$ cat src/rtl/core/egvd_pkg.sv
`timescale 1ns / 1ps
package egvd_pkg;

    localparam int FRAME_SAMPLES = 320;
    localparam int CNT_W   = 10;
    localparam int N_W     = 11;
    localparam int SUM_W   = 39;
    localparam int EN_W    = 46;
    localparam int RATIO_W = 40;
    localparam int PRED_W  = 48;
    localparam int DVD_W   = 64;
    localparam int DVS_W   = 48;
    localparam int MUL_W   = 48;
    localparam int QUEUE_DEPTH = 2;

    localparam logic [SUM_W-1:0]   SUM_MAX   = {SUM_W{1'b1}};
    localparam logic [EN_W-1:0]    EN_MAX    = {EN_W{1'b1}};
    localparam logic [RATIO_W-1:0] RATIO_MAX = {RATIO_W{1'b1}};
    localparam logic [PRED_W-1:0]  PRED_MAX  = {PRED_W{1'b1}};
    localparam logic [PRED_W-1:0]  PRED_ONE  = 48'd65536;

    localparam logic [16:0] W_ONE       = 17'd65536;
    localparam logic [16:0] CAL_WEIGHT  = 17'd6554;
    localparam logic [16:0] FALL_WEIGHT = 17'd13107;
    localparam logic [16:0] RISE_WEIGHT = 17'd328;

    typedef enum logic [2:0] {
        REG_THRESHOLD = 3'd0,
        REG_TAIL      = 3'd1,
        REG_CAL       = 3'd2,
        REG_HOLD      = 3'd3,
        REG_DECAY     = 3'd4
    } cfg_idx_t;

    typedef struct packed {
        logic [29:0] thr;
        logic [7:0]  tail;
        logic [5:0]  calf;
        logic [3:0]  hold;
        logic [15:0] decay;
    } cfg_t;

    typedef struct packed {
        logic             restart;
        logic             vad;
        logic             aligned;
        logic [N_W-1:0]   n;
        logic [SUM_W-1:0] s_out;
        logic [SUM_W-1:0] s_ml;
        logic [SUM_W-1:0] s_mr;
        logic [SUM_W-1:0] s_ref;
    } job_t;

endpackage

$ cat src/rtl/core/egvd_div.sv
`timescale 1ns / 1ps
module egvd_div import egvd_pkg::*; (
    input  logic             aclk,
    input  logic             aresetn,
    input  logic             start,
    input  logic [DVD_W-1:0] dividend,
    input  logic [DVS_W-1:0] divisor,
    output logic             done,
    output logic [DVD_W-1:0] quotient
);

    localparam int C_W = $clog2(DVD_W);

    logic             busy_reg, done_reg;
    logic [C_W-1:0]   cnt_reg;
    logic [DVS_W-1:0] rem_reg, dvs_reg, rem_next;
    logic [DVD_W-1:0] dvd_reg;
    logic [DVS_W:0]   trial;
    logic             qbit;

    // Restoring division, one quotient bit per cycle.
    always_comb begin
        trial = {rem_reg, dvd_reg[DVD_W-1]};
        qbit  = (trial >= {1'b0, dvs_reg});
        rem_next = qbit ? DVS_W'(trial - {1'b0, dvs_reg}) : trial[DVS_W-1:0];
    end

    assign done     = done_reg;
    assign quotient = dvd_reg;

    always_ff @(posedge aclk) begin
        if (!aresetn) begin
            busy_reg <= 1'b0;
            done_reg <= 1'b0;
            cnt_reg  <= '0;
            rem_reg  <= '0;
            dvs_reg  <= '0;
            dvd_reg  <= '0;
        end else begin
            done_reg <= 1'b0;
            if (start) begin
                busy_reg <= 1'b1;
                cnt_reg  <= '0;
                rem_reg  <= '0;
                dvs_reg  <= divisor;
                dvd_reg  <= dividend;
            end else if (busy_reg) begin
                rem_reg <= rem_next;
                dvd_reg <= {dvd_reg[DVD_W-2:0], qbit};
                cnt_reg <= cnt_reg + C_W'(1);
                if (cnt_reg == C_W'(DVD_W-1)) begin
                    busy_reg <= 1'b0;
                    done_reg <= 1'b1;
                end
            end
        end
    end

endmodule

$ cat src/rtl/core/egvd_mul.sv
`timescale 1ns / 1ps
module egvd_mul import egvd_pkg::*; (
    input  logic               aclk,
    input  logic               aresetn,
    input  logic               start,
    input  logic [MUL_W-1:0]   a,
    input  logic [MUL_W-1:0]   b,
    output logic               done,
    output logic               busy,
    output logic [2*MUL_W-1:0] prod
);

    localparam int C_W = $clog2(MUL_W);

    logic               busy_reg, done_reg;
    logic [C_W-1:0]     cnt_reg;
    logic [2*MUL_W-1:0] acc_reg, ash_reg;
    logic [MUL_W-1:0]   bsh_reg;

    assign done = done_reg;
    assign busy = busy_reg;
    assign prod = acc_reg;

    // Shift and add, one multiplier bit per cycle.
    always_ff @(posedge aclk) begin
        if (!aresetn) begin
            busy_reg <= 1'b0;
            done_reg <= 1'b0;
            cnt_reg  <= '0;
            acc_reg  <= '0;
            ash_reg  <= '0;
            bsh_reg  <= '0;
        end else begin
            done_reg <= 1'b0;
            if (start) begin
                busy_reg <= 1'b1;
                cnt_reg  <= '0;
                acc_reg  <= '0;
                ash_reg  <= {{MUL_W{1'b0}}, a};
                bsh_reg  <= b;
            end else if (busy_reg) begin
                if (bsh_reg[0]) begin
                    acc_reg <= acc_reg + ash_reg;
                end
                ash_reg <= {ash_reg[2*MUL_W-2:0], 1'b0};
                bsh_reg <= {1'b0, bsh_reg[MUL_W-1:1]};
                cnt_reg <= cnt_reg + C_W'(1);
                if (cnt_reg == C_W'(MUL_W-1)) begin
                    busy_reg <= 1'b0;
                    done_reg <= 1'b1;
                end
            end
        end
    end

endmodule

$ cat src/rtl/core/egvd_back.sv
`timescale 1ns / 1ps
module egvd_back import egvd_pkg::*; (
    input  logic aclk,
    input  logic aresetn,
    input  cfg_t cfg,
    input  logic q_valid,
    input  job_t q_job,
    output logic q_pop,
    output logic m_valid,
    input  logic m_ready,
    output logic m_echo,
    output logic m_near
);

    typedef enum logic [15:0] {
        ST_IDLE    = 16'h0001,
        ST_MEAN_GO = 16'h0002,
        ST_MEAN_WT = 16'h0004,
        ST_ENV_GO  = 16'h0008,
        ST_ENV_WT  = 16'h0010,
        ST_BRANCH  = 16'h0020,
        ST_CDIV_GO = 16'h0040,
        ST_CDIV_WT = 16'h0080,
        ST_CMUL_GO = 16'h0100,
        ST_CMUL_WT = 16'h0200,
        ST_VMUL_GO = 16'h0400,
        ST_VMUL_WT = 16'h0800,
        ST_VOTE    = 16'h1000,
        ST_NMUL_GO = 16'h2000,
        ST_NMUL_WT = 16'h4000,
        ST_FINISH  = 16'h8000
    } state_t;

    state_t             state_reg;
    job_t               job_reg;
    logic [1:0]         k_reg;
    logic               sel_reg;
    logic [EN_W-1:0]    e_out_reg, e_ml_reg, e_mr_reg, e_ref_reg;
    logic [EN_W-1:0]    prev_mic_reg, prev_ref_reg, env_reg, nf_reg;
    logic               prev_al_reg, prev_valid_reg;
    logic [7:0]         tail_reg;
    logic [5:0]         cal_reg;
    logic [3:0]         hold_reg;
    logic [2:0]         vote_reg;
    logic [RATIO_W-1:0] mratio_reg, oratio_reg, ratio_reg;
    logic [PRED_W-1:0]  pm_reg, po_reg;
    logic               active_reg, admit_reg, up_reg;
    logic               out_valid_reg, out_echo_reg, out_near_reg;

    logic               div_start, div_done;
    logic [DVD_W-1:0]   div_dvd, div_q;
    logic [DVS_W-1:0]   div_dvs;
    logic               mul_start, mul_done, mul_busy;
    logic [MUL_W-1:0]   mul_a, mul_b;
    logic [2*MUL_W-1:0] mul_p;

    logic               context_w, finish_go;
    logic [SUM_W-1:0]   mean_sum;
    logic [EN_W-1:0]    mean_sat, decayed, cal_num;
    logic [RATIO_W-1:0] cal_x, cal_diff, cal_step, cal_new;
    logic               cal_up;
    logic [16:0]        cal_w;
    logic [PRED_W-1:0]  prod_sat;
    logic [EN_W:0]      nf_hi, nf_b, nf_diff, nf_step;
    logic [EN_W-1:0]    nf_lo;
    logic               nf_up;
    logic [EN_W+1:0]    nf_new;
    logic [PRED_W+1:0]  pm3, po3;
    logic [PRED_W+2:0]  po6;
    logic               evidence, maj;
    logic [2:0]         hist_n;
    logic [3:0]         hold_n;

    egvd_div u_div (
        .aclk(aclk), .aresetn(aresetn), .start(div_start),
        .dividend(div_dvd), .divisor(div_dvs), .done(div_done), .quotient(div_q)
    );

    egvd_mul u_mul (
        .aclk(aclk), .aresetn(aresetn), .start(mul_start),
        .a(mul_a), .b(mul_b), .done(mul_done), .busy(mul_busy), .prod(mul_p)
    );

    assign context_w = active_reg || (tail_reg != '0);
    assign finish_go = !out_valid_reg || m_ready;
    assign q_pop     = (state_reg == ST_IDLE) && q_valid;
    assign m_valid   = out_valid_reg;
    assign m_echo    = out_echo_reg;
    assign m_near    = out_near_reg;

    always_comb begin
        unique case (k_reg)
            2'd0:    mean_sum = job_reg.s_out;
            2'd1:    mean_sum = job_reg.s_ml;
            2'd2:    mean_sum = job_reg.s_mr;
            default: mean_sum = job_reg.s_ref;
        endcase
        mean_sat = (div_q[DVD_W-1:EN_W] != '0) ? EN_MAX : div_q[EN_W-1:0];
        decayed  = mul_p[EN_W+15:16];
        prod_sat = (mul_p[2*MUL_W-1:PRED_W+16] != '0) ? PRED_MAX : mul_p[PRED_W+15:16];

        cal_num  = sel_reg ? e_out_reg : prev_mic_reg;
        cal_x    = sel_reg ? oratio_reg : mratio_reg;
        cal_up   = (ratio_reg >= cal_x);
        cal_diff = cal_up ? ratio_reg - cal_x : cal_x - ratio_reg;
        cal_w    = (cal_reg == '0) ? W_ONE : CAL_WEIGHT;
        cal_step = mul_p[RATIO_W+15:16];
        cal_new  = up_reg ? cal_x + cal_step : cal_x - cal_step;

        nf_lo = {1'b0, nf_reg[EN_W-1:1]};
        nf_hi = {nf_reg, 1'b0};
        if (e_out_reg < nf_lo) begin
            nf_b = {1'b0, nf_lo};
        end else if ({1'b0, e_out_reg} > nf_hi) begin
            nf_b = nf_hi;
        end else begin
            nf_b = {1'b0, e_out_reg};
        end
        nf_up   = (nf_b >= {1'b0, nf_reg});
        nf_diff = nf_up ? nf_b - {1'b0, nf_reg} : {1'b0, nf_reg} - nf_b;
        nf_step = mul_p[EN_W+16:16];
        nf_new  = up_reg ? {1'b0, nf_reg, 1'b0} - {1'b0, nf_reg, 1'b0}
                           + {2'b0, nf_reg} + {1'b0, nf_step}
                         : {2'b0, nf_reg} - {1'b0, nf_step};

        pm3 = {2'b0, pm_reg} + {1'b0, pm_reg, 1'b0};
        po3 = {2'b0, po_reg} + {1'b0, po_reg, 1'b0};
        po6 = {po3, 1'b0};
        evidence = job_reg.vad &&
            ((({4'b0, prev_mic_reg} > pm3) && ({4'b0, e_out_reg} > po3)) ||
             (({3'b0, prev_mic_reg, 1'b0} > pm3) && ({5'b0, e_out_reg} > po6)));
        hist_n = {vote_reg[1:0], evidence};
        maj    = (hist_n[0] && hist_n[1]) || (hist_n[0] && hist_n[2]) ||
                 (hist_n[1] && hist_n[2]);
        hold_n = maj ? cfg.hold : hold_reg;

        div_start = 1'b0;
        div_dvd   = {{(DVD_W-SUM_W-16){1'b0}}, mean_sum, 16'b0};
        div_dvs   = DVS_W'(job_reg.n);
        mul_start = 1'b0;
        mul_a     = MUL_W'(env_reg);
        mul_b     = MUL_W'(cfg.decay);
        unique case (state_reg)
            ST_MEAN_GO: div_start = 1'b1;
            ST_ENV_GO:  mul_start = 1'b1;
            ST_CDIV_GO: begin
                div_start = (prev_ref_reg != '0);
                div_dvd   = {{(DVD_W-EN_W-16){1'b0}}, cal_num, 16'b0};
                div_dvs   = DVS_W'(prev_ref_reg);
            end
            ST_CMUL_GO: begin
                mul_start = 1'b1;
                mul_a     = MUL_W'(cal_diff);
                mul_b     = MUL_W'(cal_w);
            end
            ST_VMUL_GO: begin
                mul_start = 1'b1;
                mul_a     = MUL_W'(sel_reg ? oratio_reg : mratio_reg);
                mul_b     = MUL_W'(env_reg);
            end
            ST_NMUL_GO: begin
                mul_start = 1'b1;
                mul_a     = MUL_W'(nf_diff);
                mul_b     = MUL_W'(nf_up ? RISE_WEIGHT : FALL_WEIGHT);
            end
            default: ;
        endcase
    end

    always_ff @(posedge aclk) begin
        if (!aresetn) begin
            state_reg      <= ST_IDLE;
            k_reg          <= '0;
            sel_reg        <= 1'b0;
            prev_mic_reg   <= '0;
            prev_ref_reg   <= '0;
            prev_al_reg    <= 1'b0;
            prev_valid_reg <= 1'b0;
            env_reg        <= '0;
            tail_reg       <= '0;
            cal_reg        <= '0;
            hold_reg       <= '0;
            vote_reg       <= '0;
            mratio_reg     <= '0;
            oratio_reg     <= '0;
            nf_reg         <= EN_W'(65536);
            active_reg     <= 1'b0;
            admit_reg      <= 1'b0;
            out_valid_reg  <= 1'b0;
            out_echo_reg   <= 1'b0;
            out_near_reg   <= 1'b0;
        end else begin
            // In the finish state the output register is reloaded instead.
            if (out_valid_reg && m_ready && (state_reg != ST_FINISH)) begin
                out_valid_reg <= 1'b0;
            end
            unique case (state_reg)
                ST_IDLE: begin
                    if (q_valid) begin
                        job_reg <= q_job;
                        k_reg   <= '0;
                        if (q_job.restart) begin
                            // A restart word wipes all frame history.
                            prev_mic_reg   <= '0;
                            prev_ref_reg   <= '0;
                            prev_al_reg    <= 1'b0;
                            prev_valid_reg <= 1'b0;
                            env_reg        <= '0;
                            tail_reg       <= '0;
                            cal_reg        <= '0;
                            hold_reg       <= '0;
                            vote_reg       <= '0;
                            mratio_reg     <= '0;
                            oratio_reg     <= '0;
                            nf_reg         <= EN_W'(65536);
                            active_reg     <= 1'b0;
                        end else begin
                            state_reg <= ST_MEAN_GO;
                        end
                    end
                end
                ST_MEAN_GO: state_reg <= ST_MEAN_WT;
                ST_MEAN_WT: begin
                    if (div_done) begin
                        unique case (k_reg)
                            2'd0:    e_out_reg <= mean_sat;
                            2'd1:    e_ml_reg  <= mean_sat;
                            2'd2:    e_mr_reg  <= mean_sat;
                            default: e_ref_reg <= mean_sat;
                        endcase
                        k_reg     <= k_reg + 2'd1;
                        state_reg <= (k_reg == 2'd3) ? ST_ENV_GO : ST_MEAN_GO;
                    end
                end
                ST_ENV_GO: begin
                    active_reg <= prev_al_reg && (prev_ref_reg >= {cfg.thr, 16'b0});
                    state_reg  <= ST_ENV_WT;
                end
                ST_ENV_WT: begin
                    if (mul_done) begin
                        if (active_reg) begin
                            tail_reg <= cfg.tail;
                            env_reg  <= (prev_ref_reg > decayed) ? prev_ref_reg : decayed;
                        end else if (tail_reg != '0) begin
                            tail_reg <= tail_reg - 8'd1;
                            env_reg  <= decayed;
                        end
                        state_reg <= ST_BRANCH;
                    end
                end
                ST_BRANCH: begin
                    admit_reg <= !context_w;
                    sel_reg   <= 1'b0;
                    if (prev_valid_reg && context_w) begin
                        if (active_reg && (cal_reg < cfg.calf)) begin
                            state_reg <= ST_CDIV_GO;
                        end else if (cal_reg >= cfg.calf) begin
                            state_reg <= ST_VMUL_GO;
                        end else begin
                            state_reg <= ST_FINISH;
                        end
                    end else if (!job_reg.vad) begin
                        state_reg <= ST_NMUL_GO;
                    end else begin
                        state_reg <= ST_FINISH;
                    end
                end
                ST_CDIV_GO: begin
                    if (prev_ref_reg == '0) begin
                        ratio_reg <= RATIO_MAX;
                        state_reg <= ST_CMUL_GO;
                    end else begin
                        state_reg <= ST_CDIV_WT;
                    end
                end
                ST_CDIV_WT: begin
                    if (div_done) begin
                        ratio_reg <= (div_q[DVD_W-1:RATIO_W] != '0) ? RATIO_MAX
                                                                   : div_q[RATIO_W-1:0];
                        state_reg <= ST_CMUL_GO;
                    end
                end
                ST_CMUL_GO: begin
                    up_reg    <= cal_up;
                    state_reg <= ST_CMUL_WT;
                end
                ST_CMUL_WT: begin
                    if (mul_done) begin
                        if (sel_reg) begin
                            oratio_reg <= cal_new;
                            cal_reg    <= cal_reg + 6'd1;
                            state_reg  <= ST_FINISH;
                        end else begin
                            mratio_reg <= cal_new;
                            sel_reg    <= 1'b1;
                            state_reg  <= ST_CDIV_GO;
                        end
                    end
                end
                ST_VMUL_GO: state_reg <= ST_VMUL_WT;
                ST_VMUL_WT: begin
                    if (mul_done) begin
                        if (sel_reg) begin
                            po_reg    <= (prod_sat < PRED_W'(nf_reg)) ? PRED_W'(nf_reg)
                                                                      : prod_sat;
                            state_reg <= ST_VOTE;
                        end else begin
                            pm_reg    <= (prod_sat < PRED_ONE) ? PRED_ONE : prod_sat;
                            sel_reg   <= 1'b1;
                            state_reg <= ST_VMUL_GO;
                        end
                    end
                end
                ST_VOTE: begin
                    vote_reg  <= hist_n;
                    admit_reg <= (hold_n != '0);
                    hold_reg  <= (hold_n != '0) ? hold_n - 4'd1 : 4'd0;
                    state_reg <= ST_FINISH;
                end
                ST_NMUL_GO: begin
                    up_reg    <= nf_up;
                    state_reg <= ST_NMUL_WT;
                end
                ST_NMUL_WT: begin
                    if (mul_done) begin
                        nf_reg    <= (nf_new[EN_W+1:EN_W] != '0) ? EN_MAX : nf_new[EN_W-1:0];
                        state_reg <= ST_FINISH;
                    end
                end
                ST_FINISH: begin
                    if (finish_go) begin
                        out_valid_reg  <= 1'b1;
                        out_echo_reg   <= context_w;
                        out_near_reg   <= job_reg.vad && admit_reg;
                        prev_mic_reg   <= (e_ml_reg > e_mr_reg) ? e_ml_reg : e_mr_reg;
                        prev_ref_reg   <= e_ref_reg;
                        prev_al_reg    <= job_reg.aligned;
                        prev_valid_reg <= 1'b1;
                        state_reg      <= ST_IDLE;
                    end
                end
                default: state_reg <= ST_IDLE;
            endcase
        end
    end

    a_pop_idle: assert property (@(posedge aclk) disable iff (!aresetn)
        q_pop |-> (state_reg == ST_IDLE))
        else $error("job taken from queue outside idle");

    a_finish_out: assert property (@(posedge aclk) disable iff (!aresetn)
        (state_reg == ST_FINISH) && finish_go |=> out_valid_reg && (state_reg == ST_IDLE))
        else $error("frame result not loaded into output register");

    a_mul_free: assert property (@(posedge aclk) disable iff (!aresetn)
        mul_start |-> !mul_busy)
        else $error("multiplier restarted while busy");

    a_near_ctx: assert property (@(posedge aclk) disable iff (!aresetn)
        $rose(out_valid_reg) && out_near_reg && !out_echo_reg |-> $past(job_reg.vad))
        else $error("near voice flagged without voice activity");

endmodule

$ cat config.mk
export PLATFORM = sky130hd
export DESIGN_NAME = egvd_back
export DESIGN_NICKNAME = d
export VERILOG_FILES = /design/src/rtl/core/egvd_pkg.sv /design/src/rtl/core/egvd_div.sv /design/src/rtl/core/egvd_mul.sv /design/src/rtl/core/egvd_back.sv
export SDC_FILE = /design/constraint.sdc
export NUM_CORES = 2
export LEC_CHECK = 0
export BUFFER_PORTS_ARGS = -buffer_cell sky130_fd_sc_hd__buf_2
export CAP_MARGIN = 20
export CORE_MARGIN = 3
export CORE_UTILIZATION = 46
export CTS_CLUSTER_SIZE = 30
export DETAILED_ROUTE_END_ITERATION = 8
export PLACE_DENSITY = 0.71
export SETUP_SLACK_MARGIN = 0.2
export SLEW_MARGIN = 20
export SYNTH_ARGS = -nofsm -noshare
export SYNTH_HDL_FRONTEND = slang
export SYNTH_SLANG_ARGS = --single-unit
$ cat constraint.sdc
create_clock -name aclk -period 7.15 [get_ports aclk]
set_input_delay 1.0725 -clock aclk [delete_from_list [all_inputs] [get_ports aclk]]
set_output_delay 1.0725 -clock aclk [all_outputs]
set_load 0.005 [all_outputs]
After elaboration in Yosys (flattened, before gate mapping)
Index checks and enable logic that the tools add are counted.

Bitwise operators: 5. Reduce and logical (&&, ||, !) cells: 71. Multiplexer cells: 119. Equality and inequality tests: 37. Multiply operators: 0. Order comparisons: 16. Divide/modulo/power cells: 0. $add $sub $neg: 20. Shift-type cells: 0.

Operators with widths (number): $mux 46 (17); $mux 40 (13); $pmux 46 s2 (4); $mux 48 (7); $pmux 16 s16 (1); $pmux 40 s2 (3); $mux 16 (14); $mux 47 (3); $pmux 47 s3 (1); $pmux 46 s3 (1); $mux 64 (2); $sub 40x40->40 (3); $pmux 39 s3 (1); $add 48x49->50 (2); $gt 46x50->1 (2); $add 96x96->96 (1); $gt 46x46->1 (2); $mux 62 (1); $gt 46x51->1 (1); $gt 47x50->1 (1); $ge 49x48->1 (1); $add 48x46->48 (1); $add 48x47->48 (1); $lt 48x17->1 const B (1); 77 further kinds (184).

Memories kept: 0. Bits in registers: 1216. Bits of input ports: 238. Word-level logic and storage cells: 317. Latch bits: 0. Memory bits (writable): 0. Memory bits (read-only): 0.

Longest topological paths before layout
Depth after elaboration: 12. Mapped depth: 38.

Modules after synthesis
A second synthesis with hierarchy kept.

Cell total of the unflattened synthesis: 11122. Area total of the unflattened synthesis: 94290.4 µm².

Modules (own cells, without submodules): egvd_back (sequential area each 20920.1 µm², area an instance 68538.2 µm², cells an instance 7901, times used 1); egvd_mul (sequential area each 4964.8 µm², area an instance 15597.5 µm², cells an instance 1963, times used 1); egvd_div (sequential area each 3363.2 µm², area an instance 10154.7 µm², cells an instance 1258, times used 1).

Least setup slack after synthesis
Ideal clock, no wire load.

Path type: flip-flop to flip-flop. From: register nf_reg[1]. To: register u_mul.ash_reg[8]. Stages on the path, launching flop included: 37. Setup slack: -0.132 ns. Buffers on the path: 4. Library setup time: 0.128 ns. Data arrival time: 7.154 ns. Cells stage by stage: dfxtp_1 inv_1 ha_1 nor2b_1 o21a_1 o21a_1 o21a_1 o21a_1 o21a_1 o21a_1 o21a_1 o21ai_0 a21oi_1 o31a_1 o21ai_0 a21oi_1 clkbuf_1 mux2_2 a21o_1 ha_1 clkbuf_1 o21a_1 o21ai_0 a21bo_2 a21oi_1 o21ai_0 a21bo_2 a2111oi_0 o31ai_1 a31oi_1 o41ai_4 buf_2 buf_2 a221oi_1 xnor2_1 a221oi_1 nor2_1.

Cells in the longest elaborated chain, start to end: 7. Elaborated cells between the ends (all ways): 10. Classes of those cells: add/sub: 2; order compare: 3; mux: 5.

Ends and longest elaborated chain: from (decl) (RTL line egvd_back.sv:39) `logic [EN_W-1:0] prev_mic_reg, prev_ref_reg, env_reg, nf_reg;`; from (signal assigned) (RTL line egvd_back.sv:326) `nf_reg <= (nf_new[EN_W+1:EN_W] != '0) ? EN_MAX : nf_new[EN_W-1:0];`; $gt 46x47->1 (RTL line egvd_back.sv:114) `end else if ({1'b0, e_out_reg} > nf_hi) begin`; $mux 47 (RTL line egvd_back.sv:114); $mux 47 (RTL line egvd_back.sv:112) `if (e_out_reg < nf_lo) begin`; $sub 46x47->47 (tied with other cells) (RTL line egvd_back.sv:120) `nf_diff = nf_up ? nf_b - {1'b0, nf_reg} : {1'b0, nf_reg} - nf_b;`; $mux 47 (*) (RTL line egvd_back.sv:120); $pmux 47 s3 (*) (RTL line egvd_back.sv:143) `unique case (state_reg)`; $mux 48 (*) (RTL line egvd_mul.sv:35) `if (start) begin`; to (signal assigned) (RTL line egvd_mul.sv:39) `ash_reg <= {{MUL_W{1'b0}}, a};`; to (signal assigned) (RTL line egvd_mul.sv:45) `ash_reg <= {ash_reg[2*MUL_W-2:0], 1'b0};`; to (decl) (RTL line egvd_mul.sv:17) `logic [2*MUL_W-1:0] acc_reg, ash_reg;`.

Every way passes the cells marked *; elsewhere a longest branch is shown, timed or not. A chain may end at the register's enable or synchronous reset.

Worst setup path after layout
From: register e_out_reg[2]. To: register u_mul.ash_reg[3].

Cells in the longest elaborated chain, start to end: 7. Elaborated cells between the ends (all ways): 10. Classes of those cells: add/sub: 2; order compare: 3; mux: 5.

Ends and longest elaborated chain: from (decl) (RTL line egvd_back.sv:38) `logic [EN_W-1:0] e_out_reg, e_ml_reg, e_mr_reg, e_ref_reg;`; from (signal assigned) (RTL line egvd_back.sv:226) `2'd0: e_out_reg <= mean_sat;`; $gt 46x47->1 (RTL line egvd_back.sv:114); $mux 47 (RTL line egvd_back.sv:114); $mux 47 (*) (RTL line egvd_back.sv:112); $sub 46x47->47 (tied with other cells) (RTL line egvd_back.sv:120); $mux 47 (*) (RTL line egvd_back.sv:120); $pmux 47 s3 (*) (RTL line egvd_back.sv:143); $mux 48 (*) (RTL line egvd_mul.sv:35).

Marks and branches as above.

==> run_summary.xml <==
<?xml version="1.0" encoding="UTF-8"?>
<metrics>
  <group name="status">
    <metric name="status" unit="">completed</metric>
  </group>
  <group name="worst_setup_path">
    <metric name="worstPathRequired" unit="ns">7.88</metric>
    <metric name="worst-endpoint-arrival" unit="ns">7.83</metric>
    <metric name="crit_path_start_kind" unit="">flop</metric>
    <metric name="worstSetupEndpointType" unit="">flop</metric>
    <metric name="timing.rr.start" unit="">e_out_reg[2]</metric>
    <metric name="timing.critical_path.slowest_cell_delay" unit="ns">0.43</metric>
    <metric name="timing.reg2reg.worst_path_depth" unit="">37</metric>
    <metric name="crit_path_top_delay_cell" unit="">sky130_fd_sc_hd__edfxtp_1</metric>
    <metric name="criticalPathCategory" unit="">reg -&gt; reg</metric>
    <metric name="worst_case_register_to_register_setup_slack" unit="ns">0.05</metric>
    <metric name="path_common_cell" unit="">sky130_fd_sc_hd__o21a_1</metric>
    <metric name="reg2reg_to" unit="">u_mul.ash_reg[3]</metric>
    <metric name="crit_fanout" unit="">8</metric>
  </group>
  <group name="clock_tree">
    <metric name="clock_sinks" unit="">1212</metric>
    <metric name="path_clk_slew" unit="ns">0.06</metric>
    <metric name="cts_root_buf" unit="">sky130_fd_sc_hd__clkbuf_16</metric>
    <metric name="clock_tree.htree_level_count" unit="">4</metric>
    <metric name="clock_tree_from_tritoncts" unit="">yes</metric>
    <metric name="source_to_sink_clock_delay_at_the_later_pin_of_the_worst_skew_pair" unit="ns">0.87</metric>
    <metric name="ctsLongestPathBuffers" unit="">3</metric>
    <metric name="cts_made_buffers" unit="">143</metric>
  </group>
  <group name="global_route">
    <metric name="grt_first_pass_wirelength" unit="mm">563</metric>
    <metric name="grt.overflow.total" unit="">0</metric>
    <metric name="vias_in_the_first_global_route" unit="">82456</metric>
    <metric name="grt_antenna_before_repair" unit="">25</metric>
    <metric name="grt_max_degree" unit="">158</metric>
    <metric name="gr-usage-all-layers" unit="%">38.2</metric>
  </group>
  <group name="synthesis">
    <metric name="syn-num-nets" unit="">11688</metric>
    <metric name="yosys_warnings" unit="">0</metric>
    <metric name="synth_edf_count" unit="">490</metric>
    <metric name="syn-cell-area" unit="mm2">0.0901</metric>
    <metric name="cell_type_contributing_the_most_total_cell_area_after_synthesis" unit="">sky130_fd_sc_hd__edfxtp_1</metric>
    <metric name="flop_and_latch_count_out_of_synthesis" unit="">1212</metric>
    <metric name="synth-main-ff-cell" unit="">sky130_fd_sc_hd__dfxtp_1</metric>
    <metric name="synth_cells" unit="">10406</metric>
    <metric name="syn_area_per_cell" unit="um2">8.65</metric>
    <metric name="proportion_of_synthesized_chip_area_in_sequential_cells" unit="%">32.4</metric>
    <metric name="synthDistinctLibCells" unit="">103</metric>
    <metric name="synth.area.top_cells" unit="">sky130_fd_sc_hd__edfxtp_1 16%, sky130_fd_sc_hd__dfxtp_1 16%, sky130_fd_sc_hd__ha_1 14%</metric>
    <metric name="ys_async_sr_fraction" unit="%">0</metric>
    <metric name="synth_top_area_share" unit="%">16.3</metric>
  </group>
  <group name="timing">
    <metric name="slew_headroom" unit="%">12.1</metric>
    <metric name="timing.clock.skew" unit="ns">0.0658</metric>
    <metric name="slew_viol_final" unit="">0</metric>
    <metric name="final-hold-violation-count" unit="">0</metric>
    <metric name="hold_ws" unit="ns">0.407</metric>
    <metric name="achievable-frequency" unit="MHz">141</metric>
    <metric name="postLayoutSetupSlackWorst" unit="ns">0.0518</metric>
    <metric name="grt_setup_unrepaired" unit="">yes</metric>
    <metric name="final-setup-viol-count" unit="">0</metric>
    <metric name="tns" unit="ns">0</metric>
    <metric name="tightest_slew" unit="ns">1.32</metric>
    <metric name="final_min_period_over_clock_period" unit="%">99.3</metric>
    <metric name="final_period_minus_worst_setup_slack" unit="ns">7.10</metric>
  </group>
  <group name="placed_design">
    <metric name="total_of_buffers_placed_on_input_and_output_ports" unit="">241</metric>
    <metric name="dp_slack" unit="ns">-0.346</metric>
    <metric name="routabilityCongestion" unit="">1.08</metric>
    <metric name="hpwlAfterDp" unit="mm">309</metric>
  </group>
  <group name="detailed_routing">
    <metric name="vias" unit="">87265</metric>
    <metric name="antenna_violating_nets_left" unit="">0</metric>
    <metric name="drt_iter0_drc" unit="">10418</metric>
    <metric name="vias_per_cell" unit="">6.30</metric>
    <metric name="firstDrtPassIters" unit="">9</metric>
    <metric name="route.final.wire_length" unit="mm">396</metric>
    <metric name="wl_per_cell" unit="um">28.6</metric>
    <metric name="drc" unit="">0</metric>
  </group>
  <group name="hold_path">
    <metric name="hold-path-endpoint" unit="">job_reg[167]</metric>
    <metric name="min_delay_worst_type" unit="">in -&gt; reg</metric>
    <metric name="hold_path_depth" unit="">1</metric>
    <metric name="hold_path.startpoint" unit="">q_job[167]</metric>
  </group>
  <group name="floorplanning">
    <metric name="placement_rows" unit="">161</metric>
    <metric name="core" unit="mm2">0.194</metric>
    <metric name="area_of_the_die" unit="mm2">0.201</metric>
    <metric name="num_io_pins" unit="">242</metric>
    <metric name="die_y" unit="um">448</metric>
    <metric name="die_x" unit="um">448</metric>
    <metric name="initial_utilization" unit="%">46.5</metric>
  </group>
  <group name="power_and_ir_drop">
    <metric name="pwr-share-clk" unit="%">28.4</metric>
    <metric name="total_switching_power" unit="uW">10900</metric>
    <metric name="power.sequential.fraction" unit="%">28.0</metric>
    <metric name="proportion_of_power_drawn_by_combinational_gates" unit="%">43.6</metric>
    <metric name="intPower" unit="uW">17100</metric>
    <metric name="power_per_cell_area" unit="mW/mm2">266</metric>
    <metric name="switching_share" unit="%">38.9</metric>
    <metric name="p_leak" unit="uW">0.0461</metric>
    <metric name="irDropWorstVdd" unit="mV">0.381</metric>
    <metric name="total_power" unit="uW">28000</metric>
  </group>
  <group name="final_layout">
    <metric name="util_after_layout" unit="%">54.5</metric>
    <metric name="nFillCells" unit="">17653</metric>
    <metric name="syn_to_final_growth" unit="%">17.2</metric>
    <metric name="design.final.nets" unit="">12362</metric>
    <metric name="largest_reg_flops" unit="">169</metric>
    <metric name="share_of_post_route_cells_with_drive_strength_above_1" unit="%">15.3</metric>
  </group>
  <group name="job">
    <metric name="drv.max_cap_violation_count" unit="">0</metric>
  </group>
</metrics>
==> worst max-delay path by stage <==
stage	start	to	slack, ns	cells after the start
6_report	e_out_reg[2]	u_mul.ash_reg[3]	0.05	37
5_1_grt	e_out_reg[2]	u_mul.ash_reg[3]	-0.26	38
4_1_cts	e_out_reg[2]	u_mul.ash_reg[3]	0.10	37
3_5_place_dp	e_out_reg[2]	u_mul.ash_reg[40]	-0.35	37
3_3_place_gp	e_out_reg[2]	u_mul.ash_reg[3]	-0.41	37
2_1_floorplan	nf_reg[1]	u_mul.ash_reg[11]	0.23	35
==> cells by family (layout without fill, tap and decap cells) <==
group                      Yosys count  in the layout  share of synthesized area (%)
other                                0             35                              0
and+or+nand+nor                   2892           2892                           15.3
adders and majority gates         1047           1047                           15.0
xor gates and xnor gates           434            434                           4.22
buffers and inverters             1104           1899                           4.61
muxes                              477            477                           5.49
AOI/OAI and AO/OA                 3240           3240                           23.0
DFF                               1212           1212                           32.4
==> power by group through the flow <==
stage	registers, uW	logic [uW]	clock network (uW)
3_3_place_gp	7980	11100	0
6_report	7850	12200	7970
3_5_place_dp	7990	11200	0
4_1_cts	7840	11600	8040
5_1_grt	7860	13100	8310
2_1_floorplan	7990	7080	0
==> per-stage QoR <==
| stage | instance area (um2) | cells |
|---|---|---|
| 5_1_grt | 105000 | 13815 |
| 3_3_place_gp | 98700 | 13489 |
| 4_1_cts | 104000 | 13780 |
| 3_5_place_dp | 98700 | 13490 |
| 6_report | 106000 | 13844 |
| 2_1_floorplan | 90100 | 10406 |
==> cell type report <==
type | instances | area [um2] | share of cell area [%]
Inverter | 601 | 2270 | 2.15
Tap cell | 2608 | 3260 | 3.09
Clock inverter | 79 | 1100 | 1.04
Antenna cell | 35 | 87.6 | 0.0830
Sequential cell | 1212 | 29200 | 27.6
Clock buffer | 187 | 3980 | 3.77
Timing Repair Buffer | 1032 | 7540 | 7.14
Multi-Input combinational cell | 8090 | 58100 | 55.1
==> layer usage <==
metal | vias to the layer above | global-route usage [%] | wire length, um
li1 | 39527 | - | -
met1 | 41771 | 48.3 | 156000
met2 | 4848 | 56.6 | 164000
met3 | 1109 | 10.2 | 42200
met4 | 10 | 26.7 | 33300
met5 | - | 0 | 62
==> placed cells by master (no fill, tap or decap), types with 121 or more instances in the layout <==
cell,synthesis,layout
sky130_fd_sc_hd__nand2b_1,150,150
sky130_fd_sc_hd__o21ai_0,590,545
sky130_fd_sc_hd__nor3_1,131,121
sky130_fd_sc_hd__buf_2,6,241
sky130_fd_sc_hd__xnor2_1,268,266
sky130_fd_sc_hd__a21oi_1,1090,1055
sky130_fd_sc_hd__inv_1,595,590
sky130_fd_sc_hd__edfxtp_1,490,490
sky130_fd_sc_hd__a21o_1,499,499
sky130_fd_sc_hd__nand2_1,921,917
sky130_fd_sc_hd__buf_4,0,747
sky130_fd_sc_hd__dfxtp_1,722,718
sky130_fd_sc_hd__mux2i_1,352,338
sky130_fd_sc_hd__nor2_1,728,706
sky130_fd_sc_hd__a211oi_1,183,176
sky130_fd_sc_hd__ha_1,989,975
sky130_fd_sc_hd__o211ai_1,126,126
sky130_fd_sc_hd__clkbuf_16,0,151
sky130_fd_sc_hd__nand3_1,213,204
sky130_fd_sc_hd__nand4_1,214,214
sky130_fd_sc_hd__xor2_1,166,163
==> Yosys cell counts, drive strengths merged (88+ instances only) <==
library cell  count
a21oi          1091
edfxtp          490
ha              989
dfxtp           722
a21o            499
mux2            124
mux2i           353
o21bai           88
xor2            166
o21ai           600
nor2b           118
xnor2           268
inv             596
a211oi          185
nand4           215
o211ai          126
nand3           213
nor2            728
nand2           921
clkbuf          460
nor3            134
nand2b          150
==> critical path, delay by kind of cell (launching register included) <==
kind            cells  cell delay [ns]
xor+xnor            1             0.15
simple gates        3             0.86
flops               1             0.43
buf+inv             7             1.03
compound gates     22             3.53
fa+ha+maj           2             0.43
mux                 2             0.50
==> what timing repair did <==
action | 4_1_cts | 5_1_grt
resized for setup | 98 | 176
gates cloned | 2 | 2
pin swaps | 42 | 114
buffers inserted | 22 | 25
hold buffers | 0 | 0
endpoints found under the setup margin | 58 | 78
No activity file was read; power rests on OpenSTA's default activity.
